--- config.mk ---
export PLATFORM = sky130hd
export DESIGN_NAME = bb3_round_div
export DESIGN_NICKNAME = d
export VERILOG_FILES = /design/src/design/bb3_pkg.sv /design/src/design/bb3_round_div.sv
export SDC_FILE = /design/constraint.sdc
export NUM_CORES = 1
export LEC_CHECK = 0
export CAP_MARGIN = 15
export CORE_MARGIN = 3
export CORE_UTILIZATION = 51
export DETAILED_ROUTE_END_ITERATION = 10
export DONT_BUFFER_PORTS = 1
export PLACE_DENSITY_LB_ADDON = 0.25
export SLEW_MARGIN = 0
export SYNTH_ARGS = -nofsm -noshare
export SYNTH_HDL_FRONTEND = slang
export SYNTH_SLANG_ARGS = --single-unit
--- constraint.sdc ---
create_clock -name vclk -period 9.7
set_input_delay 0.97 -clock vclk [all_inputs]
set_output_delay 0.97 -clock vclk [all_outputs]
set_load 0.05 [all_outputs]
--- src/design/bb3_pkg.sv ---
// shared types and constants for the edge-aware 3x3 box blur
// no dependencies
package bb3_pkg;

    localparam int PIX_W       = 24;
    localparam int CHAN_W      = 8;
    localparam int SUM_W       = 12;
    localparam int CNT_W       = 4;
    localparam int NUM_W       = SUM_W + 1;
    localparam int RECIP_SHIFT = 18;
    localparam int RECIP_W     = 18;
    localparam int FWIDTH_W    = 11;
    localparam int FHEIGHT_W   = 13;

    // configuration register indexes
    localparam logic [7:0] CFG_IDX_WIDTH  = 8'd0;
    localparam logic [7:0] CFG_IDX_HEIGHT = 8'd1;

    // input item kinds
    localparam logic KIND_PIXEL = 1'b0;
    localparam logic KIND_FLUSH = 1'b1;

    // which window columns (old..new) and rows (top..bottom) lie inside the frame
    typedef struct packed {
        logic [2:0] col_use;
        logic [2:0] row_use;
    } sel_t;

    // ceil(2^RECIP_SHIFT / (2*cnt)) for the neighbor counts that occur
    function automatic logic [RECIP_W-1:0] recip_of(input logic [CNT_W-1:0] cnt);
        logic [RECIP_W-1:0] m;
        unique case (cnt)
            4'd1:    m = 18'd131072;
            4'd2:    m = 18'd65536;
            4'd3:    m = 18'd43691;
            4'd4:    m = 18'd32768;
            4'd6:    m = 18'd21846;
            4'd9:    m = 18'd14564;
            default: m = '0;
        endcase
        return m;
    endfunction

endpackage

--- src/design/bb3_round_div.sv ---
// rounded mean of three channel sums by reciprocal multiplication
// depends on bb3_pkg
module bb3_round_div (
    input  logic [bb3_pkg::SUM_W-1:0]  sum_red,
    input  logic [bb3_pkg::SUM_W-1:0]  sum_green,
    input  logic [bb3_pkg::SUM_W-1:0]  sum_blue,
    input  logic [bb3_pkg::CNT_W-1:0]  cnt,
    output logic [bb3_pkg::CHAN_W-1:0] mean_red,
    output logic [bb3_pkg::CHAN_W-1:0] mean_green,
    output logic [bb3_pkg::CHAN_W-1:0] mean_blue
);

    localparam int PROD_W = bb3_pkg::NUM_W + bb3_pkg::RECIP_W;

    logic [bb3_pkg::RECIP_W-1:0] recip;

    // floor((2*sum + cnt) / (2*cnt))
    function automatic logic [bb3_pkg::CHAN_W-1:0] round_mean(
        input logic [bb3_pkg::SUM_W-1:0]   s,
        input logic [bb3_pkg::CNT_W-1:0]   c,
        input logic [bb3_pkg::RECIP_W-1:0] m
    );
        logic [bb3_pkg::NUM_W-1:0] num;
        logic [PROD_W-1:0]         prod;
        num  = {s, 1'b0} + bb3_pkg::NUM_W'(c);
        prod = PROD_W'(num) * PROD_W'(m);
        return prod[bb3_pkg::RECIP_SHIFT +: bb3_pkg::CHAN_W];
    endfunction

    assign recip      = bb3_pkg::recip_of(cnt);
    assign mean_red   = round_mean(sum_red, cnt, recip);
    assign mean_green = round_mean(sum_green, cnt, recip);
    assign mean_blue  = round_mean(sum_blue, cnt, recip);

endmodule

==> After elaboration in Yosys (flattened, before gate mapping) <==
Index checks and enable logic that the tools add are counted.
{ "word_totals": {"inputBits": 40, "output_inout_bits": 24, "register_bits": 0, "wordCells": 13} }
{ "classes": {"n_eq_ne": 6, "n_mul": 3, "n_mux": 1, "n_addsub": 3} }
{ "op_table": {"columns": ["operator", "count"], "rows": [
  ["$pmux 18 s6", 1],
  ["$mul 13x18->26", 3],
  ["$add 13x4->13", 3],
  ["$eq 4x2->1 const B", 2],
  ["$eq 4x3->1 const B", 2],
  ["$eq 4x1->1 const B", 1],
  ["$eq 4x4->1 const B", 1]
]} }

==> Longest topological paths before layout <==
{ "logic_depth": {"depth_word": 3, "depth_mapped": 27, "depth_no_buf": 27} }

==> Worst setup path after synthesis <==
Ideal clock, no wire load.
{ "synth_path": {"path_type": "in2out", "from": "in cnt[0] (netlist bit)", "to": "out mean_green[2] (netlist bit)", "n_path_buf": 1, "t_required_ps": 8730, "arrival_ps": 7578, "slack_ps": 1152, "path_stages": 23, "path_cell_list": "nor2b_1 nand3b_1 inv_1 nor2_1 inv_1 clkbuf_1 nand2_1 fa_1 inv_1 fa_1 fa_1 fa_1 inv_1 fa_1 inv_1 ha_1 a21oi_1 and3b_1 o21ai_0 o2111a_1 nor2b_4 o31ai_4 a21boi_0"} }
{ "synth_via": {"elab_chain_len": 3, "elab_cells_between_ends": 9, "classes_between": "1 x add/sub; 1 x mul; 6 x eq/ne; 1 x mux"} }
{ "synth_rtl": {"columns": ["element", "line", "rtl"], "rows": [
  ["start, declared", "bb3_round_div.sv:7", "input logic [bb3_pkg::CNT_W-1:0] cnt,"],
  ["branches (longest 2 deep; another with $add 13x4->13)", null, null],
  ["$mul 13x18->26 (*)", "bb3_round_div.sv:26", "prod = PROD_W'(num) * PROD_W'(m);"],
  ["end, declared", "bb3_round_div.sv:9", "output logic [bb3_pkg::CHAN_W-1:0] mean_green,"]
]} }
Mark *: on every way between the ends.

==> Worst setup path in the final report <==
{ "layout_path": {"from": "in sum_red[0] (netlist bit)", "to": "out mean_red[7] (netlist bit)"} }
{ "layout_via": {"elab_chain_len": 2} }
{ "layout_rtl": {"columns": ["element", "line", "rtl"], "rows": [
  ["start, declared", "bb3_round_div.sv:4", "input logic [bb3_pkg::SUM_W-1:0] sum_red,"],
  ["$add 13x4->13", "bb3_round_div.sv:25", "num = {s, 1'b0} + bb3_pkg::NUM_W'(c);"],
  ["$mul 13x18->26", "bb3_round_div.sv:26", null],
  ["end, declared", "bb3_round_div.sv:8", "output logic [bb3_pkg::CHAN_W-1:0] mean_red,"]
]} }
No other way between the ends.

==> results.md <==
* Top cell by count, worst path: fa_1
* DRT iter0 DRCs at 725
* Critical path required time at 8.73 ns
* First-pass GRT wire length at 72,900 µm
* Most common cell in the netlist: inv_1
* # nets final at 2,564
* Placed Area at 17,600 µm²
* Post-Syn Area per Cell at 8.94 µm²
* Vias in the first global route at 13,400
* Fin. Hold Viols at 0
* Pwr Density at 73.6 nW/µm²
* Post-synthesis cell type with the largest combined area: fa_1
* Total track usage at 0.267
* Run status: completed
* Critical-path top delay cell: fa_1
* Synth cell count leaders: 677 x inv_1, 450 x fa_1, 165 x ha_1
* VDD IR max at 164 µV
* Mapped Cells at 1,886
* # clk buffers at 0
* Worst path cell trace: ha_1 -> fa_1 -> a21oi_1 -> nor3b_1 -> xor2_1 -> nand2_1 -> fa_1 -> inv_1 -> fa_1 -> fa_1 -> fa_1 -> inv_1 -> fa_1 -> inv_1 -> ha_1 -> a21oi_1 -> nand2_1 -> a211oi_1 -> o221ai_1 -> o211a_1 -> a311oi_1 -> xnor2_1 -> buf_4
* Setup TNS at 0 ns
* Die Span Y at 188 µm
* Crit. Startpoint: sum_red[0]
* Vias per std cell at 5.07
* Starting density of the core at 0.526
* WP data arrival at 7.62 ns
* Critical path startpoint category: input port
* Synth Cell Area at 16,900 µm²
* Routed via count at 11,900
* Synth warn at 0
* Mean routed wirelength per cell at 18.9 µm
* WS Path Type: in -> out
* Fin area at 17,600 µm²
* Layout cells sized above 1 at 0.0294
* Post-CTS Repair Setup Buffers at 0
* Die width at 188 µm
* Final RePlAce weighted congestion at 0.981
* Final Critical Period at 8.59 ns
* Max Cap Viol at 0
* Max Freq at 116 MHz
* Post-detail-place hpwl at 40,200 µm
* Worst Tran Pin Value at 0.998 ns
* Final setup fails at 0
* Io pins at 64
* DRT Wirelength at 44,200 µm
* FF/Latch Area at 0 µm²
* Layout area overhead at 4.61%
* Final Slew Violations at 0
* Synth top area cells: fa_1 53%, inv_1 15%, ha_1 12%
* Largest net degree at the start of global routing at 29
* Synth top area share at 0.534
* Residual DRC at 0
* DRT antenna net count at 0
* CP max stage delay at 0.57 ns
* Relative slew margins at 0.333
* Netlist cell types at 52
* Initial antenna violation count at 1
* Critical Path Fanout Max at 5
* Seq Cell Count at 0
* PortBufs at 0
* Rows at 65
* DRT Pass-1 Iters at 7
* Fin util at 0.551
* Hold slack at 2.49 ns
* RSZ-0062 raised after global routing: no
* Leak pwr at 10.2 nW
* Core ar. at 32,000 µm²
* Hold Crit Start: sum_blue[7]
* Crit end category: output pin
* Register area share after synthesis at 0
* Hold Crit Class: in -> out
* CTS Hold Bufs at 0
* Final period utilization at 0.885
* Grt total ovfl at 0
* Die ar. at 35,300 µm²
* # resized after CTS at 0
==> through the flow <==
stage	cells	setup slack (ns)	power, mW
floorplan	1896	1.15	0.962
global placement	2342	1.15	1.28
detailed placement	2342	1.12	1.30
CTS	2342	1.11	1.31
global route	2343	0.726	1.48
finish	2344	1.11	1.30
==> layout make-up <==
cell class / count / area, µm²
antenna: 2 / 5.00
fill: 3036 / 14400
inverter: 678 / 2540
multi-input combinational: 1190 / 14300
tap: 435 / 544
timing repair buffer: 39 / 293
==> worst max-delay path, delay by kind of cell <==
family / cells / cell delay (ns)
AO/OA/AOI/OAI: 6 / 1.74
XOR/XNOR: 2 / 0.58
adder cells (fa/ha/maj): 8 / 3.48
buffers and inverters: 4 / 0.39
AND/OR/NAND/NOR: 3 / 0.44
==> metal layers <==
metal	global-route usage	routed length [µm]	vias to the layer above
met5	0	0	-
met3	0.0808	4360	68
met1	0.364	18300	5954
li1	-	-	5400
met2	0.428	20400	457
met4	0.0560	1190	0
==> layout by cell type (no fill, tap or decap), types with 2 or more instances in the layout <==
cell,instances
inv_1,677
fa_1,450
ha_1,165
nor2_1,148
nand2_1,146
xnor2_1,58
xor2_1,40
buf_4,39
a21oi_1,26
nand3_1,15
a21o_1,13
conb_1,12
and3_1,11
o21ai_0,10
nand4_1,9
a211oi_1,8
nor2b_1,6
and2_1,6
or2_2,6
nand2b_1,4
o21a_1,4
nor3_1,4
and3b_1,3
nand3b_1,3
o211ai_1,3
or3_1,3
a31oi_1,3
diode_2,2
nor2_2,2
nor3b_1,2
o221ai_1,2
a211oi_2,2
and4_1,2
nor4_1,2
o211a_1,2
o31ai_4,2
o32ai_1,2
a22oi_1,2
==> power by group <==
group            total [mW]  internal, mW  switching [mW]
Combinational          1.30         0.482           0.816
Clock          0.0000000277  0.0000000277               0
Sequential                0             0               0
Total                  1.30         0.482           0.816
==> cells by family (layout without fill, tap and decap cells) <==
logic type / Yosys count / in the layout / synth area share
buffers and inverters: 706 / 717 / 0.158
XOR/XNOR: 98 / 98 / 0.0509
adder cells (fa/ha/maj): 615 / 615 / 0.657
AND/OR/NAND/NOR: 377 / 377 / 0.0974
other: 2 / 14 / 0.000445
AO/OA/AOI/OAI: 88 / 88 / 0.0372
==> final timing paths <==
| check | endpoint | slack, ns | cells after the start |
|---|---|---|---|
| hold / removal | mean_blue[7] | 2.49 | 4 |
| setup / recovery | mean_red[7] | 1.11 | 23 |
(Power assumes the default switching activity.)
