File: src/design/bb3_pkg.sv
// shared types and constants for the edge-aware 3x3 box blur
// no dependencies
package bb3_pkg;

    localparam int PIX_W       = 24;
    localparam int CHAN_W      = 8;
    localparam int SUM_W       = 12;
    localparam int CNT_W       = 4;
    localparam int NUM_W       = SUM_W + 1;
    localparam int RECIP_SHIFT = 18;
    localparam int RECIP_W     = 18;
    localparam int FWIDTH_W    = 11;
    localparam int FHEIGHT_W   = 13;

    // configuration register indexes
    localparam logic [7:0] CFG_IDX_WIDTH  = 8'd0;
    localparam logic [7:0] CFG_IDX_HEIGHT = 8'd1;

    // input item kinds
    localparam logic KIND_PIXEL = 1'b0;
    localparam logic KIND_FLUSH = 1'b1;

    // which window columns (old..new) and rows (top..bottom) lie inside the frame
    typedef struct packed {
        logic [2:0] col_use;
        logic [2:0] row_use;
    } sel_t;

    // ceil(2^RECIP_SHIFT / (2*cnt)) for the neighbor counts that occur
    function automatic logic [RECIP_W-1:0] recip_of(input logic [CNT_W-1:0] cnt);
        logic [RECIP_W-1:0] m;
        unique case (cnt)
            4'd1:    m = 18'd131072;
            4'd2:    m = 18'd65536;
            4'd3:    m = 18'd43691;
            4'd4:    m = 18'd32768;
            4'd6:    m = 18'd21846;
            4'd9:    m = 18'd14564;
            default: m = '0;
        endcase
        return m;
    endfunction

endpackage

File: src/design/bb3_window.sv
// 3x3 window of pixels with masked per-channel sums and neighbor count
// depends on bb3_pkg
module bb3_window (
    input  logic                         aclk,
    input  logic                         aresetn,
    input  logic                         clear,
    input  logic                         shift,
    input  logic [bb3_pkg::PIX_W-1:0]    new_top,
    input  logic [bb3_pkg::PIX_W-1:0]    new_mid,
    input  logic [bb3_pkg::PIX_W-1:0]    new_bot,
    input  bb3_pkg::sel_t                sel,
    output logic [bb3_pkg::SUM_W-1:0]    sum_red,
    output logic [bb3_pkg::SUM_W-1:0]    sum_green,
    output logic [bb3_pkg::SUM_W-1:0]    sum_blue,
    output logic [bb3_pkg::CNT_W-1:0]    cnt
);

    logic [bb3_pkg::PIX_W-1:0]  win_reg  [3][3];
    logic [bb3_pkg::PIX_W-1:0]  win_next [3][3];
    logic [bb3_pkg::SUM_W-1:0]  sum_red_reg, sum_green_reg, sum_blue_reg;
    logic [bb3_pkg::SUM_W-1:0]  sum_red_next, sum_green_next, sum_blue_next;
    logic [bb3_pkg::CNT_W-1:0]  cnt_reg, cnt_next;
    logic [1:0]                 ncols, nrows;

    always_comb begin
        for (int c = 0; c < 2; c++) begin
            for (int r = 0; r < 3; r++) begin
                win_next[c][r] = win_reg[c+1][r];
            end
        end
        win_next[2][0] = new_top;
        win_next[2][1] = new_mid;
        win_next[2][2] = new_bot;
    end

    always_comb begin
        sum_red_next   = '0;
        sum_green_next = '0;
        sum_blue_next  = '0;
        for (int c = 0; c < 3; c++) begin
            for (int r = 0; r < 3; r++) begin
                if (sel.col_use[c] && sel.row_use[r]) begin
                    sum_red_next   = sum_red_next
                                   + bb3_pkg::SUM_W'(win_next[c][r][23:16]);
                    sum_green_next = sum_green_next
                                   + bb3_pkg::SUM_W'(win_next[c][r][15:8]);
                    sum_blue_next  = sum_blue_next
                                   + bb3_pkg::SUM_W'(win_next[c][r][7:0]);
                end
            end
        end
    end

    assign ncols    = 2'd1 + {1'b0, sel.col_use[0]} + {1'b0, sel.col_use[2]};
    assign nrows    = 2'd1 + {1'b0, sel.row_use[0]} + {1'b0, sel.row_use[2]};
    assign cnt_next = {2'b00, ncols} * {2'b00, nrows};

    always_ff @(posedge aclk) begin
        if (!aresetn || clear) begin
            for (int c = 0; c < 3; c++) begin
                for (int r = 0; r < 3; r++) begin
                    win_reg[c][r] <= '0;
                end
            end
        end else if (shift) begin
            win_reg <= win_next;
        end
    end

    always_ff @(posedge aclk) begin
        if (shift) begin
            sum_red_reg   <= sum_red_next;
            sum_green_reg <= sum_green_next;
            sum_blue_reg  <= sum_blue_next;
            cnt_reg       <= cnt_next;
        end
    end

    assign sum_red   = sum_red_reg;
    assign sum_green = sum_green_reg;
    assign sum_blue  = sum_blue_reg;
    assign cnt       = cnt_reg;

endmodule

File: config.mk
export PLATFORM = sky130hd
export DESIGN_NAME = bb3_window
export DESIGN_NICKNAME = d
export VERILOG_FILES = /design/src/design/bb3_pkg.sv /design/src/design/bb3_window.sv
export SDC_FILE = /design/constraint.sdc
export NUM_CORES = 1
export LEC_CHECK = 0
export BUFFER_PORTS_ARGS = -buffer_cell sky130_fd_sc_hd__buf_2
export CAP_MARGIN = 0
export CORE_MARGIN = 1
export CORE_UTILIZATION = 40
export CTS_BUF_LIST = sky130_fd_sc_hd__clkbuf_4 sky130_fd_sc_hd__clkbuf_8 sky130_fd_sc_hd__clkbuf_16
export DETAILED_ROUTE_END_ITERATION = 6
export PLACE_DENSITY = 0.66
export SLEW_MARGIN = 20
export SYNTH_ARGS = -nofsm -noshare
export SYNTH_HDL_FRONTEND = slang
export SYNTH_SLANG_ARGS = --single-unit
export TNS_END_PERCENT = 1
File: constraint.sdc
create_clock -name aclk -period 13.6 [get_ports aclk]
set_clock_uncertainty 0.15 [all_clocks]
set_input_delay 0.68 -clock aclk [delete_from_list [all_inputs] [get_ports aclk]]
set_output_delay 0.68 -clock aclk [all_outputs]
set_load 0.005 [all_outputs]
# Word-level counts from Yosys, hierarchy flattened
# Cells that the tools add are included.
# word_totals
reg_bits,184
latchBits,0
ram_bits,0
romBits,0
in_bits,82
mem_count,0
# op_classes
add_sub_neg,28
n_mul,1
div,0
n_lt_le_gt_ge,0
n_eq_ne,0
shift,0
n_mux,27
n_bitwise,0
n_reduce_logical,11
# op_table
op,n
adder 12 x 8 -> 12 bit,24
2-to-1 mux 12 bit,24
2-to-1 mux 8 bit,3
logical AND 1 bit,9
"adder 1 x 1 -> 2 bit, first input constant",2
adder 2 x 1 -> 2 bit,2
multiplier 2 x 2 -> 4 bit,1
logical NOT 1 bit,1
logical OR 1 bit,1

# Depth between registers and ports, before layout
# Gate-level depths: netlist of run 1.
# logic_depth
ltp_word,18
mapped_depth,54

# Worst setup path before layout of run 1
# No wires, ideal clock.
# synth_timing
kind,input -> register
start,input sel[0] in the netlist's numbering
end,"register sum_red_reg (netlist bit sum_red[11]), data pin"
t_arrival_ps,9357
path_slack_ps,3811
cell_stages,47
n_path_buf,3
path_cell_list,buf_2 clkbuf_1 clkbuf_1 and3_1 ha_1 inv_1 fa_1 nor2b_1 a31oi_1 nor2_1 ha_1 a21o_1 a21oi_1 xnor2_1 mux2_2 ha_1 o21a_1 o31a_1 [11 not listed] or3_1 nand3_1 o21ai_0 ha_1 xnor2_1 mux2_2 ha_1 o221a_2 a21oi_1 mux2_2 ha_1 a21oi_1 nor2b_1 o21ai_0 o21ai_2 a21o_1 a311oi_1 o221ai_1
# synth_via
elab_chain_cells,18
word_cells_on_any_way,20
classes_between,8 x add/sub; 9 x mux; 3 x reduce/logical
# synth_lines
element,line_no,rtl
"start, declared",bb3_window.sv:11,"input bb3_pkg::sel_t sel,"
logical AND 1 bit,bb3_window.sv:42,if (sel.col_use[c] && sel.row_use[r]) begin
2-to-1 mux 8 bit,bb3_window.sv:42,
adder 12 x 8 -> 12 bit,bb3_window.sv:44,+ bb3_pkg::SUM_W'(win_next[c][r][23:16]);
2-to-1 mux 12 bit,bb3_window.sv:42,
adder 12 x 8 -> 12 bit,bb3_window.sv:44,
2-to-1 mux 12 bit,bb3_window.sv:42,
adder 12 x 8 -> 12 bit,bb3_window.sv:44,
2-to-1 mux 12 bit,bb3_window.sv:42,
[3 not listed],-,
2-to-1 mux 12 bit,bb3_window.sv:42,
adder 12 x 8 -> 12 bit,bb3_window.sv:44,
2-to-1 mux 12 bit (*),bb3_window.sv:42,
adder 12 x 8 -> 12 bit,bb3_window.sv:44,
2-to-1 mux 12 bit (*),bb3_window.sv:42,
adder 12 x 8 -> 12 bit,bb3_window.sv:44,
2-to-1 mux 12 bit (*),bb3_window.sv:42,
named net sum_red_next (one bit),bb3_window.sv:21,"logic [bb3_pkg::SUM_W-1:0] sum_red_next, sum_green_next, sum_blue_next;"
"end signal, assigned",bb3_window.sv:72,sum_red_reg <= sum_red_next;
"end, declared",bb3_window.sv:20,"logic [bb3_pkg::SUM_W-1:0] sum_red_reg, sum_green_reg, sum_blue_reg;"
# Mark *: on every way through the listed nets, which the timed path passes. The rest lies on a longest branch.
# A chain may end at the register's enable or synchronous reset.

# Worst setup path after layout of run 1
# Ends and elaborated chain as after synthesis.

==> flow_summary_export.csv, run 1 <==
group,metric,value,unit
synthesis,synthCells,2107,
synthesis,netlist_area,17440,um2
placed_design,dp_cells,2756,
flow_run,cap_violations,0,
clock_network,postCtsSetupRepairBufs,0,
timing,fin_crit,10200,ps
timing,hold_slack,326.0,ps
global_routing,antenna_found_initial,1,
clock_network,insertion_delay,460,ps
timing,rsz0062_at_grt,"no",
global_routing,grt_pass1_vias,14940,
layout,stdcell_count,2789,
floorplan,ios,122,
layout,final_cell_mix,"nor2_1 (315), ha_1 (196), mux2i_1 (157), a21oi_1 (149), dfxtp_1 (144)",
layout,design_area,19270,um2
routing,drc,1,
layout,nets,2492,
synthesis,synth_async_sr_flop_share,0,%
clock_network,cts_tree,"done",
setup_path,slowest_stage,"buf_2",
timing,worst_slack,3402,ps
setup_path,path_class,"in -> reg",
setup_path,cp-start-kind,"input port",
routing,viasPerCell,5.472,
layout,largest_reg_flops,144,
timing,fmax,98.06,MHz
placed_design,placed_area,18650,um2
setup_path,critical_path_required,13630,ps
layout,area_growth,10.51,%
synthesis,synth_edf_count,40,
synthesis,syn_nets,2409,
timing,setup_viol,0,
clock_network,clkTransAtPathRegs,80,ps
global_routing,gr-total-overflow,0,
layout,final_layout_size_suffix_gt1_share,11.39,%
timing,finalHoldViolCount,0,
clock_network,htree_levels,4,
routing,wl_per_cell,17.25,um
floorplan,num_rows,76,
clock_network,cts_buffer_depth,2,
routing,ant_nets,0,
setup_path,cp.arrival,10230,ps
synthesis,ys.warnings.count,0,
clock_network,cts-buffers-inserted,17,
status,violations,"design-rule violations",
global_routing,grt_pass1_wl,76.76,mm
routing,vias,15262,
timing,worst_pin_slew,1064,ps
synthesis,synth_seq_cells,184,
clock_network,post_cts_resize_count,0,
global_routing,track_usage,21.86,%
routing,drt_wl_total,48.11,mm
global_routing,grt_max_degree,82,
synthesis,postSynth.topFlopCell,"dfxtp_1",
synthesis,syn_area_per_cell,8.276,um2
placed_design,pre_cts_slack,2971,ps
synthesis,yosysSeqAreaShare,23.42,%
clock_network,clock_sinks,184,
status,status,"finished, violations left",
floorplan,core_area,43080,um2
hold_path,min_path_type,"in -> reg",
pwr,leakagePower,0.008926,uW
placed_design,gp_congestion,0.8973,
clock_network,clock-root-buffer,"clkbuf_16",
floorplan,fp.dieArea,44430,um2
layout,layout_commonest_cell,"nor2_1",
floorplan,die-height,210.8,um
timing,slew_viol_final,0,
floorplan,initial_core_util,40.48,%
pwr,power_density,83.72,nW/um2
setup_path,crit_fanout,37,
pwr,peakVddDrop,0.07030,mV
placed_design,port_buffers,121,
clock_network,hold_buffers,0,
timing,slew_headroom,29.08,%
routing,firstDrtPassIters,7,
floorplan,die_w,210.8,um
placed_design,hpwl,37.78,mm
synthesis,synth.distinct_cells,86,
setup_path,endpoint_kind,"flop",
timing,tns,0,ps
timing,fin_crit_sh,74.98,%
setup_path,slowest_delay,490,ps
setup_path,critical_path.most_common_cell,"ha_1",
routing,drtIter0Drc,780,
-- worst paths after layout --
kind	start	to	slack, ps	depth (start not counted)
min	new_bot[4]	win_next[76]$_SDFFE_PP0P_	330	3
max	sel[0]	sum_red[11]$_DFFE_PP_	3400	47
max reg2reg	win_next[208]$_SDFFE_PP0P_	sum_red[11]$_DFFE_PP_	3860	46
min reg2reg	win_next[178]$_SDFFE_PP0P_	win_next[178]$_SDFFE_PP0P_	360	2
-- per-stage QoR --
stage / utilization [%] / total power, uW
floorplan: - / 963.9
global placement: 43.30 / 1072
detailed placement: 43.30 / 1088
CTS: 44.73 / 1624
global route: 44.73 / 1704
finish: 44.73 / 1613
-- routing by layer --
metal | up-vias | part of all wire, % | global-route usage [%]
met3 | 108 | 3.7 | 2.795
met5 | - | 0 | 0
met1 | 7194 | 43 | 25.83
li1 | 7636 | - | -
met2 | 324 | 50 | 39.15
met4 | 0 | 4.1 | 10.12
-- cells by family (layout without fill, tap and decap cells) --
kind of cell / count (synthesis) / after routing / share of synthesized area (%)
XOR/XNOR: 140 / 140 / 7.506
AO/OA/AOI/OAI: 537 / 537 / 19.77
multiplexers: 211 / 211 / 12.50
other: 0 / 1 / 0
flip-flops: 184 / 184 / 23.42
adder cells (fa/ha/maj): 220 / 220 / 16.82
buffers and inverters: 207 / 303 / 4.499
AND/OR/NAND/NOR: 608 / 608 / 15.49
-- power breakdown --
part,total [uW],internal [uW],switching (uW)
logic,473,212,261
registers,605,589,15.8
clock network,535,294,242
total,1610,1090,519
-- final cells by class --
| type | instances | area, um2 |
|---|---|---|
| clock inverter | 13 | 137.6 |
| antenna | 1 | 2.502 |
| multi-input combinational | 1716 | 12590 |
| timing repair buffer | 139 | 750.7 |
| sequential | 184 | 4084 |
| clock buffer | 19 | 475.5 |
| tap | 585 | 732.0 |
| fill | 4196 | 23810 |
| inverter | 132 | 495.5 |
-- worst max-delay path: cells and delay by family --
| family | cells | cell delay (ps) |
|---|---|---|
| XOR/XNOR | 1 | 140 |
| adder cells (fa/ha/maj) | 9 | 2800 |
| AO/OA/AOI/OAI | 22 | 3800 |
| buffers and inverters | 5 | 770 |
| AND/OR/NAND/NOR | 8 | 1460 |
| multiplexers | 2 | 560 |
-- synthesized netlist by cell type, types with 4 or more instances --
cell type | number | share of area [%]
mux2_2 | 54 | 3.5
a31oi_1 | 13 | 0.47
nor2_1 | 317 | 6.8
clkbuf_1 | 50 | 1.1
a211oi_1 | 17 | 0.73
xnor2_2 | 4 | 0.37
a21oi_1 | 149 | 4.3
o21bai_1 | 30 | 1.3
nand2_1 | 126 | 2.7
xor2_1 | 34 | 1.7
nor2b_1 | 42 | 1.5
nor3_1 | 18 | 0.52
edfxtp_1 | 40 | 6.9
and2_1 | 9 | 0.32
o31ai_1 | 14 | 0.60
dfxtp_1 | 144 | 17
nand3_1 | 17 | 0.49
a21boi_0 | 6 | 0.26
fa_1 | 24 | 2.8
buf_1 | 21 | 0.45
nand2b_1 | 11 | 0.39
nand3b_1 | 6 | 0.26
mux2i_1 | 157 | 9.0
inv_1 | 131 | 2.8
and3_1 | 27 | 0.97
xnor2_1 | 97 | 4.9
a211o_1 | 4 | 0.20
a22oi_1 | 6 | 0.26
or3_1 | 11 | 0.39
a221oi_1 | 4 | 0.20
ha_1 | 196 | 14
a21o_1 | 47 | 2.0
o21ai_0 | 119 | 3.4
o21ai_1 | 8 | 0.23
o21a_1 | 46 | 2.0
o31a_1 | 11 | 0.55
a22o_1 | 9 | 0.45
o211ai_1 | 11 | 0.47
a32o_1 | 4 | 0.23
Note: power is estimated with default switching activity, not from simulation.
==> run 2: changes to the inputs <==
- PLACE_DENSITY: 0.66 -> 0.68
- clock period: 13.6 -> 8.9 ns (I/O delays scaled with it)
==> run 2 against run 1 <==
  * The flow now finishes without violations
  * First-iteration DRC count up 21%
  * Critical path depth is 2 lower
  * Sequential power grew 53%
  * Largest cell class unchanged
  * Highest routed layer is now met5
==> flow_summary_export.csv, run 2 (same netlist as run 1, synthesis figures left out) <==
group,metric,value,unit
status,status,"finished clean",
layout,layout_commonest_cell,"nor2_1",
routing,drt_wl_total,53.35,mm
floorplan,initial_core_util,40.48,%
routing,drt-met1-wl,22.27,mm
setup_path,cp-start-kind,"flop",
routing,met3_length,2.020,mm
global_routing,gr-total-overflow,0,
layout,design_area,22470,um2
global_routing,grt_max_degree,101,
global_routing,antenna_found_initial,2,
setup_path,cp.arrival,8910,ps
floorplan,fp.dieArea,44430,um2
layout,final_cell_mix,"nor2_1 (311), buf_4 (310), ha_1 (160), mux2i_1 (156), dfxtp_1 (141)",
timing,worst_pin_slew,1157,ps
routing,ant_nets,0,
floorplan,num_rows,76,
routing,highest_layer,"met5",
pwr,power_density,120.2,nW/um2
global_routing,grt_pass1_wl,82.83,mm
setup_path,cp_num_buf_inv,3,
placed_design,pre_cts_slack,-480.6,ps
routing,firstDrtPassIters,5,
clock_network,cts-buffers-inserted,17,
timing,worst_slack,47.77,ps
setup_path,path_depth,45,
timing,slew_headroom,22.68,%
routing,drtIter0Drc,943,
setup_path,critPathTopFamily,"compound AO/OA/AOI/OAI gates",
floorplan,ios,122,
setup_path,critical_path.most_common_cell,"ha_4",
routing,vias,16656,
pwr,peakVddDrop,0.1263,mV
placed_design,placed_area,20930,um2
clock_network,insertion_delay,460,ps
clock_network,cts_buffer_depth,2,
layout,largest_reg_flops,144,
layout,area_growth,28.85,%
flow_run,cap_violations,0,
timing,setup_viol,0,
timing,fin_crit_sh,99.46,%
layout,nets,2785,
clock_network,hold_buffers,0,
timing,slew_viol_final,0,
setup_path,rr_worst_depth,45,
setup_path,crit_fanout,4,
routing,drc,0,
clock_network,htree_levels,4,
floorplan,core_area,43080,um2
timing,finalHoldViolCount,0,
layout,final_util,52.16,%
global_routing,track_usage,23.48,%
routing,met2_length,27.00,mm
layout,seq_area,4088,um2
setup_path,r2r_slack,50,ps
timing,fin_crit,8852,ps
setup_path,slowest_stage,"fa_1",
clock_network,clock-root-buffer,"clkbuf_16",
setup_path,slowest_delay,440,ps
layout,final_layout_size_suffix_gt1_share,28.29,%
clock_network,clkTransAtPathRegs,80,ps
clock_network,cts_tree,"done",
placed_design,port_buffers,121,
hold_path,holdPathStages,3,
timing,fmax,113.0,MHz
floorplan,die_w,210.8,um
floorplan,die-height,210.8,um
layout,multi_input_area,13580,um2
layout,n_antenna_cell,0,
pwr,leakagePower,0.01038,uW
global_routing,grt_pass1_vias,16601,
timing,rsz0062_at_grt,"yes",
placed_design,hpwl,40.85,mm
hold_path,min_path_type,"in -> reg",
placed_design,gp_congestion,0.9217,
layout,fillers,3934,
setup_path,endpoint_kind,"flop",
setup_path,path_class,"reg -> reg",
routing,viasPerCell,5.406,
routing,wl_per_cell,17.32,um
setup_path,critical_path_required,8960,ps
clock_network,clock_sinks,184,
run 2: per-layer routing:
layer	vias to the layer above	GRT usage [%]
li1	8224	-
met1	7920	26.84
met2	385	43.25
met3	123	3.598
met4	4	9.670
met5	-	0
run 2: power breakdown:
part | internal [uW] | switching [uW] | leakage (uW)
Clock | 441 | 376 | 0.000297
Sequential | 900 | 26.8 | 0.00157
Combinational | 488 | 468 | 0.00852
Total | 1830 | 871 | 0.0104
run 2: layout make-up:
cell class,count,area share (%)
Multi-Input combinational cell,1716,60.46
Sequential cell,184,18.19
Timing Repair Buffer,432,13.19
Tap cell,585,3.258
Inverter,132,2.205
Clock buffer,19,2.066
Clock inverter,13,0.6349
run 2: worst paths after layout:
kind                                     end                        from
setup reg to reg     sum_green[11]$_DFFE_PP_  win_next[200]$_SDFFE_PP0P_
setup / recovery     sum_green[11]$_DFFE_PP_  win_next[200]$_SDFFE_PP0P_
hold reg to reg   win_next[204]$_SDFFE_PP0P_  win_next[204]$_SDFFE_PP0P_
hold / removal     win_next[76]$_SDFFE_PP0P_                  new_bot[4]
run 2: timing repair:
| item | CTS | global route |
|---|---|---|
| endpoints found under the setup margin | 4 | 20 |
| resized for setup | 13 | 154 |
| cloned | 0 | 0 |
| buffers inserted | 6 | 19 |
| pin swaps | 13 | 68 |
run 2: per-stage QoR:
stage / TNS (ps) / power [uW] / hold slack, ps / cells
5_1_grt: -1775 / 2843 / 90.93 / 3081
3_3_place_gp: -1085 / 1795 / 320.7 / 3024
4_1_cts: 0 / 2653 / 72.87 / 3062
2_1_floorplan: 0 / 1491 / 301.6 / 2107
3_5_place_dp: -3121 / 1823 / 327.5 / 3024
6_report: 0 / 2700 / 84.43 / 3081
run 2: worst min-delay path: cells and delay by family:
family | cells | cell delay [ps]
muxes | 1 | 60
buffers and inverters | 1 | 90
and+or+nand+nor | 1 | 70
==> run 3: changes to the inputs <==
- CORE_ASPECT_RATIO: default -> 0.6
- CORE_MARGIN: 1 -> default
==> run 3 against run 2 <==
  * Critical path depth down 2
  * Combinational power down 1%
  * The run now ends with negative setup slack left
  * Final area fell by 0.73%
  * Highest routed layer is now met4
  * Sequential cell count is the same
  * Maximum frequency down 1.3%
==> flow_summary_export.csv, run 3 (same netlist as run 1, synthesis figures left out) <==
group,metric,value,unit
clock_network,clock_sinks,184,
pwr,peakVddDrop,0.1155,mV
placed_design,gp_congestion,0.8875,
layout,nets,2786,
routing,drc,0,
floorplan,ios,122,
pwr,switchingPower,876.5,uW
placed_design,port_buffers,121,
timing,worst_pin_slew,1058,ps
layout,area_growth,27.91,%
global_routing,grt_pass1_wl,82.88,mm
timing,rsz0062_at_grt,"yes",
pwr,p_int,1833,uW
setup_path,slowest_stage,"fa_2",
floorplan,die_w,271.5,um
routing,drt_wl_total,53.19,mm
pwr,power_density,121.5,nW/um2
routing,vias,16799,
pwr,combPwrFrac,34.9,%
pwr,clkPwrFrac,31.1,%
clock_network,clkTransAtPathRegs,80,ps
timing,fmax,111.5,MHz
setup_path,critical_path_required,8930,ps
hold_path,holdPathEnd,"win_next[74]$_SDFFE_PP0P_",
flow_run,cap_violations,0,
setup_path,reg2reg_to,"sum_red[11]$_DFFE_PP_",
pwr,leakagePower,0.01042,uW
routing,drtIter0Drc,1176,
global_routing,grt_max_degree,92,
setup_path,endpoint_kind,"flop",
timing,setup_viol,1,
clock_network,hold_buffers,0,
layout,design_area,22300,um2
hold_path,min_path_type,"in -> reg",
routing,wl_per_cell,17.34,um
global_routing,track_usage,23.20,%
setup_path,path_class,"reg -> reg",
clock_network,clock-root-buffer,"clkbuf_16",
clock_network,cts-buffers-inserted,17,
global_routing,antenna_found_initial,1,
layout,multi_input_area,13390,um2
clock_network,cts_tree,"done",
placed_design,placed_area,20880,um2
timing,fin_crit_sh,100.7,%
pwr,p_seq_share,34.1,%
setup_path,cp-start-kind,"flop",
global_routing,gr-total-overflow,0,
setup_path,slowest_delay,520,ps
floorplan,initial_core_util,41.07,%
layout,stdcell_count,3067,
layout,seq_area,4088,um2
global_routing,grt_pass1_vias,16398,
hold_path,hold_path.startpoint,"new_bot[2]",
status,status,"finished, violations left",
pwr,switching_share,32.35,%
setup_path,cp.arrival,9000,ps
timing,slew_viol_final,0,
setup_path,reg2reg_from,"win_next[208]$_SDFFE_PP0P_",
routing,firstDrtPassIters,5,
layout,layout_commonest_cell,"buf_4",
floorplan,fp.dieArea,44460,um2
layout,final_cell_mix,"buf_4 (308), nor2_1 (307), ha_1 (168), mux2i_1 (157), dfxtp_1 (141)",
timing,fin_crit,8965,ps
layout,final_layout_size_suffix_gt1_share,27.68,%
timing,slew_headroom,29.47,%
layout,fillers,3818,
timing,finalHoldViolCount,0,
layout,final_util,52.54,%
placed_design,hpwl,40.88,mm
clock_network,insertion_delay,460,ps
setup_path,critical_path.most_common_cell,"ha_4",
placed_design,dp_cells,3003,
clock_network,cts_buffer_depth,2,
status,violations,"negative setup slack",
routing,ant_nets,0,
setup_path,crit_fanout,4,
routing,viasPerCell,5.477,
setup_path,r2r_slack,-70,ps
floorplan,num_rows,58,
setup_path,rr_worst_depth,43,
layout,largest_reg_flops,144,
clock_network,htree_levels,4,
floorplan,core_area,42450,um2
timing,worst_slack,-65.14,ps
hold_path,holdPathStages,3,
floorplan,die-height,163.7,um
==> run 3: cell types whose count changed in the layout (fill, tap and decap cells not counted), moves of 3 or more <==
cell and change:
a21oi_1 +5, a211oi_1 +3, ha_1 +8, nor2_2 +4
clkbuf_16 +3, o21ai_0 +8, ha_4 -12, clkinv_4 -3
o21ai_1 -8, a21oi_2 -4, ha_2 +4, a211oi_2 -3
nor2_1 -4
==> run 3: layout make-up <==
type / count / share of cell area, %
multi-input cells: 1716 / 60.02
clock buffers: 22 / 2.390
flip-flops and latches: 184 / 18.33
clock inverters: 9 / 0.4207
repair buffers: 433 / 13.41
diodes: 1 / 0.01122
inverters: 132 / 2.221
well taps: 570 / 3.198
==> run 3: what timing repair did <==
action / CTS / global route
buffers inserted: 8 / 24
pin swaps: 13 / 62
setup endpoints to repair: 7 / 20
resized for setup: 21 / 124
==> run 3: power groups by stage <==
stage | Sequential [uW] | Clock (uW) | Combinational (uW)
2_1_floorplan | 937 | 0 | 554
3_3_place_gp | 940 | 0 | 839
3_5_place_dp | 941 | 0 | 873
4_1_cts | 923 | 853 | 891
5_1_grt | 926 | 884 | 1040
6_report | 923 | 842 | 944
==> run 3: worst max-delay path by stage <==
stage,from,slack [ps],end
after floorplan,sel[0],9,sum_green[11]$_DFFE_PP_
after global placement,sel[3],-330,sum_red[11]$_DFFE_PP_
after detailed placement,sel[3],-520,sum_red[11]$_DFFE_PP_
after CTS,win_next[208]$_SDFFE_PP0P_,1,sum_red[11]$_DFFE_PP_
after global routing,win_next[208]$_SDFFE_PP0P_,-490,sum_red[11]$_DFFE_PP_
final,win_next[208]$_SDFFE_PP0P_,-70,sum_red[11]$_DFFE_PP_
==> run 3: routing by layer <==
metal | track usage [%] | vias to the layer above | share of wire [%] | wire length (um)
met4 | 8.223 | 0 | 3.1 | 1640
met3 | 3.202 | 111 | 4.9 | 2624
met1 | 30.22 | 8004 | 45 | 23870
met5 | 0 | - | 0 | 0
li1 | - | 8226 | - | -
met2 | 39.32 | 458 | 47 | 25050
==> run 3: worst max-delay path: cells and delay by family, from the launching register on <==
kind,cells,cell delay (ps)
AO/OA/AOI/OAI,15,2440
XOR/XNOR,3,360
flip-flops,1,360
multiplexers,4,1170
buffers and inverters,4,360
AND/OR/NAND/NOR,8,1030
adder cells (fa/ha/maj),9,2830
==> run 3: through the flow <==
stage	TNS [ps]	worst slack [ps]	hold slack, ps	total power (uW)
6_report	-65.14	-65.14	95.86	2709
4_1_cts	0	1.252	83.50	2667
5_1_grt	-3773	-487.7	102.7	2852
2_1_floorplan	0	9.158	301.6	1491
3_3_place_gp	-1302	-330.9	322.3	1780
3_5_place_dp	-4102	-521.7	329.9	1814
